`src/sv/lfu_pkg.sv`:
```
// ----------------------------------------------------------------------------
// lfu_pkg: shared types and constants for the LFU cache table
// One stored cache entry layout and the status flags of an entry scan.
// ----------------------------------------------------------------------------
package lfu_pkg;

  localparam int KEY_W   = 32;
  localparam int VAL_W   = 32;
  localparam int CNT_W   = 32;
  localparam int STAMP_W = 64;
  localparam int LIM_W   = 5;

  localparam logic [VAL_W-1:0] MISS_VALUE = '1;
  localparam logic [VAL_W-1:0] PUT_VALUE  = '0;
  localparam logic [CNT_W-1:0] CNT_MAX    = '1;
  localparam logic [CNT_W-1:0] CNT_FIRST  = CNT_W'(1);

  // Request kinds carried on in_tuser.
  localparam logic ACT_GET = 1'b0;
  localparam logic ACT_PUT = 1'b1;

  typedef struct packed {
    logic [KEY_W-1:0]   key;
    logic [VAL_W-1:0]   value;
    logic [CNT_W-1:0]   count;
    logic [STAMP_W-1:0] stamp;
  } entry_t;

  typedef struct packed {
    logic hit;
    logic victim_found;
    logic free_found;
  } scan_flags_t;

endpackage

```
`src/sv/lfu_store.sv`:
```
// ----------------------------------------------------------------------------
// lfu_store: entry memory and valid bits
// One write and one registered read per cycle, plus valid set and clear.
// ----------------------------------------------------------------------------
module lfu_store #(
  parameter int CAPACITY = 16,
  parameter int AW       = 4
) (
  input  logic           clk,
  input  logic           rst_n,
  input  logic           wr_en,
  input  logic [AW-1:0]  wr_addr,
  input  lfu_pkg::entry_t wr_entry,
  input  logic [AW-1:0]  rd_addr,
  output lfu_pkg::entry_t rd_entry,
  output logic           rd_valid,
  input  logic           set_en,
  input  logic [AW-1:0]  set_idx,
  input  logic           clr_en,
  input  logic [AW-1:0]  clr_idx
);
  import lfu_pkg::*;

  entry_t               mem [CAPACITY];
  logic [CAPACITY-1:0]  valid_r, valid_nxt;
  entry_t               rd_entry_r;
  logic                 rd_valid_r;

  always_ff @(posedge clk) begin
    if (wr_en) begin
      mem[wr_addr] <= wr_entry;
    end
    rd_entry_r <= mem[rd_addr];
    rd_valid_r <= valid_r[rd_addr];
  end

  // Clear before set so that a slot evicted and refilled at once stays valid.
  always_comb begin
    valid_nxt = valid_r;
    if (clr_en) begin
      valid_nxt[clr_idx] = 1'b0;
    end
    if (set_en) begin
      valid_nxt[set_idx] = 1'b1;
    end
  end

  always_ff @(posedge clk) begin
    if (!rst_n) begin
      valid_r <= '0;
    end else begin
      valid_r <= valid_nxt;
    end
  end

  assign rd_entry = rd_entry_r;
  assign rd_valid = rd_valid_r;

endmodule

```
`src/sv/lfu_scan.sv`:
```
// ----------------------------------------------------------------------------
// lfu_scan: shared compare unit for the entry scan
// Examines one entry per cycle while cmp_en is high, for key match, LFU victim and first free slot.
// ----------------------------------------------------------------------------
module lfu_scan #(
  parameter int AW = 4
) (
  input  logic                       clk,
  input  logic                       start,
  input  logic                       cmp_en,
  input  logic [AW-1:0]              cmp_idx,
  input  lfu_pkg::entry_t            entry,
  input  logic                       entry_valid,
  input  logic [lfu_pkg::KEY_W-1:0]  key,
  output lfu_pkg::scan_flags_t       flags,
  output logic [AW-1:0]              hit_idx,
  output logic [lfu_pkg::VAL_W-1:0]  hit_value,
  output logic [lfu_pkg::CNT_W-1:0]  hit_count,
  output logic [AW-1:0]              victim_idx,
  output logic [AW-1:0]              free_idx
);
  import lfu_pkg::*;

  scan_flags_t        flags_r, flags_nxt;
  logic [AW-1:0]      hit_idx_r, hit_idx_nxt;
  logic [VAL_W-1:0]   hit_value_r, hit_value_nxt;
  logic [CNT_W-1:0]   hit_count_r, hit_count_nxt;
  logic [AW-1:0]      victim_idx_r, victim_idx_nxt;
  logic [CNT_W-1:0]   victim_count_r, victim_count_nxt;
  logic [STAMP_W-1:0] victim_stamp_r, victim_stamp_nxt;
  logic [AW-1:0]      free_idx_r, free_idx_nxt;
  logic               better;

  // Lower count wins; on equal counts the older stamp wins.
  assign better = !flags_r.victim_found || (entry.count < victim_count_r) ||
                  ((entry.count == victim_count_r) && (entry.stamp < victim_stamp_r));

  always_comb begin
    flags_nxt        = flags_r;
    hit_idx_nxt      = hit_idx_r;
    hit_value_nxt    = hit_value_r;
    hit_count_nxt    = hit_count_r;
    victim_idx_nxt   = victim_idx_r;
    victim_count_nxt = victim_count_r;
    victim_stamp_nxt = victim_stamp_r;
    free_idx_nxt     = free_idx_r;
    if (start) begin
      flags_nxt = '0;
    end else if (cmp_en) begin
      if (entry_valid) begin
        if (!flags_r.hit && (entry.key == key)) begin
          flags_nxt.hit = 1'b1;
          hit_idx_nxt   = cmp_idx;
          hit_value_nxt = entry.value;
          hit_count_nxt = entry.count;
        end
        if (better) begin
          flags_nxt.victim_found = 1'b1;
          victim_idx_nxt         = cmp_idx;
          victim_count_nxt       = entry.count;
          victim_stamp_nxt       = entry.stamp;
        end
      end else if (!flags_r.free_found) begin
        flags_nxt.free_found = 1'b1;
        free_idx_nxt         = cmp_idx;
      end
    end
  end

  always_ff @(posedge clk) begin
    flags_r        <= flags_nxt;
    hit_idx_r      <= hit_idx_nxt;
    hit_value_r    <= hit_value_nxt;
    hit_count_r    <= hit_count_nxt;
    victim_idx_r   <= victim_idx_nxt;
    victim_count_r <= victim_count_nxt;
    victim_stamp_r <= victim_stamp_nxt;
    free_idx_r     <= free_idx_nxt;
  end

  assign flags      = flags_r;
  assign hit_idx    = hit_idx_r;
  assign hit_value  = hit_value_r;
  assign hit_count  = hit_count_r;
  assign victim_idx = victim_idx_r;
  assign free_idx   = free_idx_r;

endmodule

```
`src/sv/lfu_cache_table.sv`:
```
// Requests are taken only in the idle state, so no new item is accepted until the
// current one has finished: the accepting cycle, a read of every entry through the
// single entry memory read port, the last compare and the writeback; a held result
// waiting for out_tready stalls the writeback and so delays the next acceptance.
// Reset (synchronous, active low) clears all valid bits, the occupancy, the touch
// clock and the output valid flag, and sets the entry limit to 16.
// ----------------------------------------------------------------------------
// lfu_cache_table: fully associative key-value cache with LFU replacement
// Gets and puts scan every entry through one compare unit; the touched entry, if
// any, is then written back in the same cycle that loads the result register.
// ----------------------------------------------------------------------------
module lfu_cache_table #(
  parameter int CAPACITY = 16
) (
  input  logic        clk,
  input  logic        rst_n,
  // Configuration: entries_in_use in bits 4:0.
  input  logic        cfg_wr_en,
  input  logic [4:0]  cfg_wr_data,
  // Request channel.
  input  logic        in_tvalid,
  output logic        in_tready,
  input  logic [63:0] in_tdata,   // lookup_key [31:0], store_value [63:32]
  input  logic        in_tuser,   // action [0]: 0 get, 1 put
  // Result channel.
  output logic        out_tvalid,
  input  logic        out_tready,
  output logic [31:0] out_tdata,  // read_value [31:0]
  output logic        out_tuser   // found [0]
);
  import lfu_pkg::*;

  localparam int AW = (CAPACITY > 1) ? $clog2(CAPACITY) : 1;
  localparam int CW = $clog2(CAPACITY + 1);
  localparam int LW = (CW > LIM_W) ? CW : LIM_W;

  // Sequencer states.
  localparam logic [1:0] ST_IDLE   = 2'd0;
  localparam logic [1:0] ST_SCAN   = 2'd1;
  localparam logic [1:0] ST_LAST   = 2'd2;
  localparam logic [1:0] ST_DECIDE = 2'd3;

  logic [1:0]         state_r, state_nxt;
  logic [CW-1:0]      issue_cnt_r, issue_cnt_nxt;
  logic               cmp_en_r;
  logic [AW-1:0]      cmp_idx_r;
  logic [LIM_W-1:0]   limit_cfg_r;
  logic [CW-1:0]      occ_r, occ_nxt;
  logic [STAMP_W-1:0] touch_r, touch_nxt;

  // Request held for the whole scan.
  logic               act_r;
  logic [KEY_W-1:0]   key_r;
  logic [VAL_W-1:0]   val_r;

  // Result register; it parts the two sides of the block.
  logic               out_valid_r, out_valid_nxt;
  logic               out_found_r, out_found_nxt;
  logic [VAL_W-1:0]   out_value_r, out_value_nxt;

  logic               in_fire;
  logic               out_free;
  logic               finish;
  logic [AW-1:0]      rd_addr;

  entry_t             rd_entry;
  logic               rd_valid;
  scan_flags_t        flags;
  logic [AW-1:0]      hit_idx;
  logic [VAL_W-1:0]   hit_value;
  logic [CNT_W-1:0]   hit_count;
  logic [AW-1:0]      victim_idx;
  logic [AW-1:0]      free_idx;

  logic               wr_en;
  logic [AW-1:0]      wr_addr;
  entry_t             wr_entry;
  logic               set_en;
  logic               clr_en;

  logic [LW-1:0]      limit;
  logic               table_full;
  logic               evict;
  logic [AW-1:0]      ins_idx;

  assign in_tready = (state_r == ST_IDLE);
  assign in_fire   = in_tvalid && in_tready;
  assign out_free  = !out_valid_r || out_tready;
  assign finish    = (state_r == ST_DECIDE) && out_free;
  assign rd_addr   = issue_cnt_r[AW-1:0];

  // Effective limit: zero acts as one, anything past the capacity as the capacity.
  always_comb begin
    limit = LW'(limit_cfg_r);
    if (limit_cfg_r == '0) begin
      limit = LW'(1);
    end
    if (limit > LW'(CAPACITY)) begin
      limit = LW'(CAPACITY);
    end
  end

  assign table_full = LW'(occ_r) >= limit;
  // A full table always holds a valid entry, so the victim is known here.
  assign evict      = table_full && flags.victim_found;
  // After evicting, the lowest free slot is the earlier of the first free
  // slot seen by the scan and the victim itself.
  always_comb begin
    ins_idx = free_idx;
    if (evict && (!flags.free_found || (victim_idx < free_idx))) begin
      ins_idx = victim_idx;
    end
  end

  // Writeback decision, taken in the cycle that loads the result register.
  always_comb begin
    wr_en         = 1'b0;
    wr_addr       = ins_idx;
    wr_entry.key   = key_r;
    wr_entry.value = val_r;
    wr_entry.count = CNT_FIRST;
    wr_entry.stamp = touch_r;
    set_en        = 1'b0;
    clr_en        = 1'b0;
    occ_nxt       = occ_r;
    touch_nxt     = touch_r;
    out_valid_nxt = out_valid_r;
    out_found_nxt = out_found_r;
    out_value_nxt = out_value_r;
    if (out_valid_r && out_tready) begin
      out_valid_nxt = 1'b0;
    end
    if (finish) begin
      out_valid_nxt = 1'b1;
      out_found_nxt = flags.hit;
      if (flags.hit) begin
        // Hit: refresh count and stamp, overwrite the value on a put.
        wr_en          = 1'b1;
        wr_addr        = hit_idx;
        wr_entry.value = (act_r == ACT_PUT) ? val_r : hit_value;
        wr_entry.count = (hit_count == CNT_MAX) ? CNT_MAX : hit_count + CNT_FIRST;
        touch_nxt      = touch_r + STAMP_W'(1);
        out_value_nxt  = (act_r == ACT_PUT) ? PUT_VALUE : hit_value;
      end else if (act_r == ACT_PUT) begin
        // Put miss: evict if needed, then insert with a count of one.
        wr_en         = 1'b1;
        set_en        = 1'b1;
        clr_en        = evict;
        touch_nxt     = touch_r + STAMP_W'(1);
        out_value_nxt = PUT_VALUE;
        if (!evict) begin
          occ_nxt = occ_r + CW'(1);
        end
      end else begin
        out_value_nxt = MISS_VALUE;
      end
    end
  end

  // Sequencer: issue CAPACITY reads, let the last compare land, then decide.
  always_comb begin
    state_nxt     = state_r;
    issue_cnt_nxt = issue_cnt_r;
    unique case (state_r)
      ST_IDLE: begin
        if (in_fire) begin
          state_nxt     = ST_SCAN;
          issue_cnt_nxt = '0;
        end
      end
      ST_SCAN: begin
        issue_cnt_nxt = issue_cnt_r + CW'(1);
        if (issue_cnt_r == CW'(CAPACITY - 1)) begin
          state_nxt = ST_LAST;
        end
      end
      ST_LAST: begin
        state_nxt = ST_DECIDE;
      end
      ST_DECIDE: begin
        if (out_free) begin
          state_nxt = ST_IDLE;
        end
      end
      default: begin
        state_nxt = ST_IDLE;
      end
    endcase
  end

  always_ff @(posedge clk) begin
    if (!rst_n) begin
      state_r     <= ST_IDLE;
      issue_cnt_r <= '0;
      cmp_en_r    <= 1'b0;
      limit_cfg_r <= LIM_W'(16);
      occ_r       <= '0;
      touch_r     <= '0;
      out_valid_r <= 1'b0;
    end else begin
      state_r     <= state_nxt;
      issue_cnt_r <= issue_cnt_nxt;
      cmp_en_r    <= (state_r == ST_SCAN);
      occ_r       <= occ_nxt;
      touch_r     <= touch_nxt;
      out_valid_r <= out_valid_nxt;
      if (cfg_wr_en) begin
        limit_cfg_r <= cfg_wr_data;
      end
    end
  end

  always_ff @(posedge clk) begin
    cmp_idx_r   <= rd_addr;
    out_found_r <= out_found_nxt;
    out_value_r <= out_value_nxt;
    if (in_fire) begin
      act_r <= in_tuser;
      key_r <= in_tdata[31:0];
      val_r <= in_tdata[63:32];
    end
  end

  lfu_store #(
    .CAPACITY (CAPACITY),
    .AW       (AW)
  ) u_store (
    .clk      (clk),
    .rst_n    (rst_n),
    .wr_en    (wr_en),
    .wr_addr  (wr_addr),
    .wr_entry (wr_entry),
    .rd_addr  (rd_addr),
    .rd_entry (rd_entry),
    .rd_valid (rd_valid),
    .set_en   (set_en),
    .set_idx  (ins_idx),
    .clr_en   (clr_en),
    .clr_idx  (victim_idx)
  );

  lfu_scan #(
    .AW (AW)
  ) u_scan (
    .clk         (clk),
    .start       (in_fire),
    .cmp_en      (cmp_en_r),
    .cmp_idx     (cmp_idx_r),
    .entry       (rd_entry),
    .entry_valid (rd_valid),
    .key         (key_r),
    .flags       (flags),
    .hit_idx     (hit_idx),
    .hit_value   (hit_value),
    .hit_count   (hit_count),
    .victim_idx  (victim_idx),
    .free_idx    (free_idx)
  );

  assign out_tvalid = out_valid_r;
  assign out_tdata  = out_value_r;
  assign out_tuser  = out_found_r;

endmodule
```
`config.mk`:
```
export PLATFORM = sky130hd
export DESIGN_NAME = lfu_cache_table
export DESIGN_NICKNAME = d
export VERILOG_FILES = /design/src/sv/lfu_pkg.sv /design/src/sv/lfu_store.sv /design/src/sv/lfu_scan.sv /design/src/sv/lfu_cache_table.sv
export SDC_FILE = /design/constraint.sdc
export NUM_CORES = 2
export LEC_CHECK = 0
export ABC_CLOCK_PERIOD_IN_PS = 17550
export BUFFER_PORTS_ARGS = -buffer_cell sky130_fd_sc_hd__buf_4
export CAP_MARGIN = 20
export CORE_MARGIN = 2
export CORE_UTILIZATION = 60
export DETAILED_ROUTE_END_ITERATION = 7
export GPL_TIMING_DRIVEN = 0
export MAX_ROUTING_LAYER = met4
export PLACE_DENSITY = 0.72
export SYNTH_ARGS = -nofsm -noshare
export SYNTH_HDL_FRONTEND = slang
export SYNTH_SLANG_ARGS = --single-unit
```
`constraint.sdc`:
```
create_clock -name clk -period 17.55 [get_ports clk]
set_input_delay 2.6325 -clock clk [delete_from_list [all_inputs] [get_ports clk]]
set_output_delay 2.6325 -clock clk [all_outputs]
set_load 0.005 [all_outputs]
```
==> metrics.txt <==
Clock transition at path regs=roughly 60 ps; Leakage=~46 nW; Pwr Density=~120 nW/um2; unrepaired setup endpoints after global routing=no; post-route insts no fill=8968; Final Hold Fails=0; status=finished, final reports clean; total congestion overflow=0; Post-synth EDFFs=2830; worst relative slew slack=0.193; CP Max Fanout=10; initial core utilization=0.605; pin count of the biggest net entering global routing=40; Worst EP arrival=between 6000 and 7000 ps; initial antenna violation count=9; CP max stage cell=nor3_2; vias in the first global route=just under 60000; Hold Crit Class=reg -> reg; Post-DP Area=roughly 130000 um2; Max-cap violations=0; CP top delay family=buffers and inverters; CTS tree=built; Post-CTS Setup Bufs=0; CTS root buffer=clkbuf_16; FMAX=about 170 MHz; syn avg cell area=22.1 um2; CP most frequent cell=buf_6; met1 usage=0.402; Clock Skews=roughly 64 ps; Die Area=198000 um2; Area Overhead vs Synth=16.9%; first drt pass iteration count=6; Post-DP HPWL=about 190000 um; routed wire length=284000 um; crit path time final=between 5000 and 6000 ps; gr busiest metal=met2; Clock power frac=0.383; clock sink count=between 3000 and 4000; Power, Total=around 17 mW; DR vias=a little under 60000; first-pass GRT wire length=410000 um; critical path, cell by cell=buf_4, nand2b_1, and3_1, clkbuf_1, o211ai_1, nor3_2, buf_8, buf_6, buf_6, buf_4, buf_6; post-layout util=0.707; final period utilization=0.329; die span in y=445 um; worst setup path class=in -> reg; WL/cell=approximately 32 um; final non-filler cell area=roughly 140000 um2; power share of the sequential group=0.511; met3 Usage GRT=0.0493; part of the Yosys area used for sequential elements=0.774; Switching Fraction=0.228; Hold WS=~380 ps; Slew @ Worst Pin=1210 ps; commonest non-fill, non-tap cell in the layout=edfxtp_1; most frequent cells in the layout=edfxtp_1 (2830), mux4_2 (805), clkbuf_16 (322); combinational share of power=0.106; asr flop ratio synth=0; Iter 0 DRT Violations=roughly 8000; Rows=~160; flops & latches, synth=3097; max incr delay on CP=860 ps; crit end category=flop; final setup margin=about 12000 ps; Internal Power=roughly 13 mW; crit start category=primary input; gr usage total=0.299; net switching power=between 3 and 4 mW; Yosys warnings=0; VDD IR-drop max=0.000110 V; dpl cells=8384; count of input and output buffers=107; share of layout cells above drive strength 1=0.302; PostCTS Resize Cnt=0; core area=~190000 um2; Synth cell types=63; Pins Over Slew Limit=0; Post-Syn Area=about 120000 um2; worst slack, placed=11020 ps; Placer Congestion=0.810; chip width=445 um; Num CTS Buffers=about 320; vias per cell=between 6 and 7; Clk Latency, worst-skew pair=~960 ps; setup TNS=0 ps; met2 GRT Util=0.474; H-tree levels=5; synthesized netlist net count=5460; ANT nets after route=0; hold bufs inserted after CTS=0; most common flop cell mapped by yosys=edfxtp_1; Max Root-Sink Buffers=4; CP required=18170 ps; Syn Inst Count=about 5300; Residual DRC=0; CP Buf/Inv Count=7; io pins=110; Finish-stage setup viols=0; final layout net count=6396
-- per-layer routing --
metal  vias to the layer above  routed length [um]
li1                      23800                   -
met1                     30900              107000
met2                      3258              142000
met3                       596               24500
met4                         0               10500
met5                         -                   0
-- area by class of cell --
cell class / instances / area [um2]
diodes: 6 / 15.0
plain buffers: 231 / 948
clock buffers: 450 / 8840
clock inverters: 95 / 883
fillers: 11000 / 56500
inverters: 158 / 596
multi-input cells: 1787 / 25000
flip-flops and latches: 3097 / 90300
well taps: 2526 / 3160
repair buffers: 618 / 6700
-- synth_stat cells, types with 2 or more instances --
master / n / area (um2)
nand2_1: 100 / 375
xnor2_1: 50 / 438
and4_1: 11 / 96.3
xor2_1: 66 / 578
clkbuf_1: 139 / 522
mux2_2: 2 / 22.5
a21boi_1: 2 / 15.0
nor4_2: 4 / 50.1
o211ai_1: 5 / 37.5
a31oi_1: 15 / 93.8
inv_1: 157 / 589
and3_1: 12 / 75.1
o211a_1: 2 / 20.0
buf_1: 40 / 150
edfxtp_1: 2830 / 85000
a21o_1: 7 / 52.6
a211o_1: 2 / 17.5
nor2b_1: 19 / 119
o22ai_1: 2 / 12.5
nor3_1: 46 / 230
o21ai_0: 90 / 450
nor3_2: 3 / 30.0
buf_2: 50 / 250
a2111oi_0: 3 / 26.3
ha_1: 112 / 1400
nand3_1: 46 / 230
o21a_1: 4 / 30.0
a21oi_1: 92 / 460
nand2b_1: 10 / 62.6
and2_1: 69 / 432
nor2_1: 50 / 188
or3_1: 8 / 50.1
mux4_2: 805 / 18100
o2111ai_1: 2 / 17.5
or2_2: 3 / 18.8
a22oi_1: 2 / 15.0
dfxtp_1: 267 / 5350
nor4_1: 27 / 169
nand4_1: 46 / 288
a21boi_0: 23 / 173
mux2i_1: 12 / 120
nor4_4: 4 / 85.1
o31ai_1: 2 / 15.0
a211oi_1: 13 / 97.6
-- sequential cells by signal, summed over array words and instances, names as in the netlist, 16 cells and up --
signal                 count
u_store.valid_r           16
u_scan.victim_stamp_r     64
out_tdata                 32
u_scan.victim_count_r     32
u_scan.hit_count          32
val_r                     32
u_store.rd_entry         160
u_scan.hit_value          32
key_r                     32
u_store.mem             2560
touch_r                   64
-- power groups by stage --
stage	clock, mW	sequential (mW)	combinational, mW
after CTS	6.48	8.53	1.77
final	6.40	8.54	1.77
after global placement	0	8.71	1.64
after floorplan	0	8.63	1.14
after detailed placement	0	8.69	1.75
after global routing	6.76	8.56	1.88
-- worst reg2reg max path, cell delays in order (launching register included) --
cell and delay, ps:
dfxtp_1 330, nor3_1 180, nor2_1 60, nor2_1 80
ha_1 230, nand2b_1 130, a211oi_1 270, o22ai_1 240
o21ai_2 270, mux2i_1 340, a21oi_1 320, nor3_2 900
buf_8 250, buf_6 190, buf_6 200, buf_4 240
buf_6 210
-- logic make-up after synthesis --
logic type,Yosys count,share of synthesized area
DFF,3097,0.774
muxes,819,0.157
and+or+nand+nor,466,0.0222
buffers and inverters,389,0.0131
AOI/OAI and AO/OA,274,0.0138
xor gates and xnor gates,116,0.00870
adders and majority gates,112,0.0120
-- final timing paths --
check,start,endpoint,slack [ps],cells after the start
hold / removal,issue_cnt_r[1]$_SDFFE_PN0P_,cmp_idx_r[1]$_DFF_P_,380,0
setup reg to reg,limit_cfg_r[1]$_SDFFE_PN0P_,u_store.mem[0][142]$_DFFE_PP_,12780,16
hold reg to reg,issue_cnt_r[1]$_SDFFE_PN0P_,cmp_idx_r[1]$_DFF_P_,380,0
setup / recovery,out_tready,u_store.mem[0][142]$_DFFE_PP_,11780,11
No activity file was read; power rests on OpenSTA's default activity.
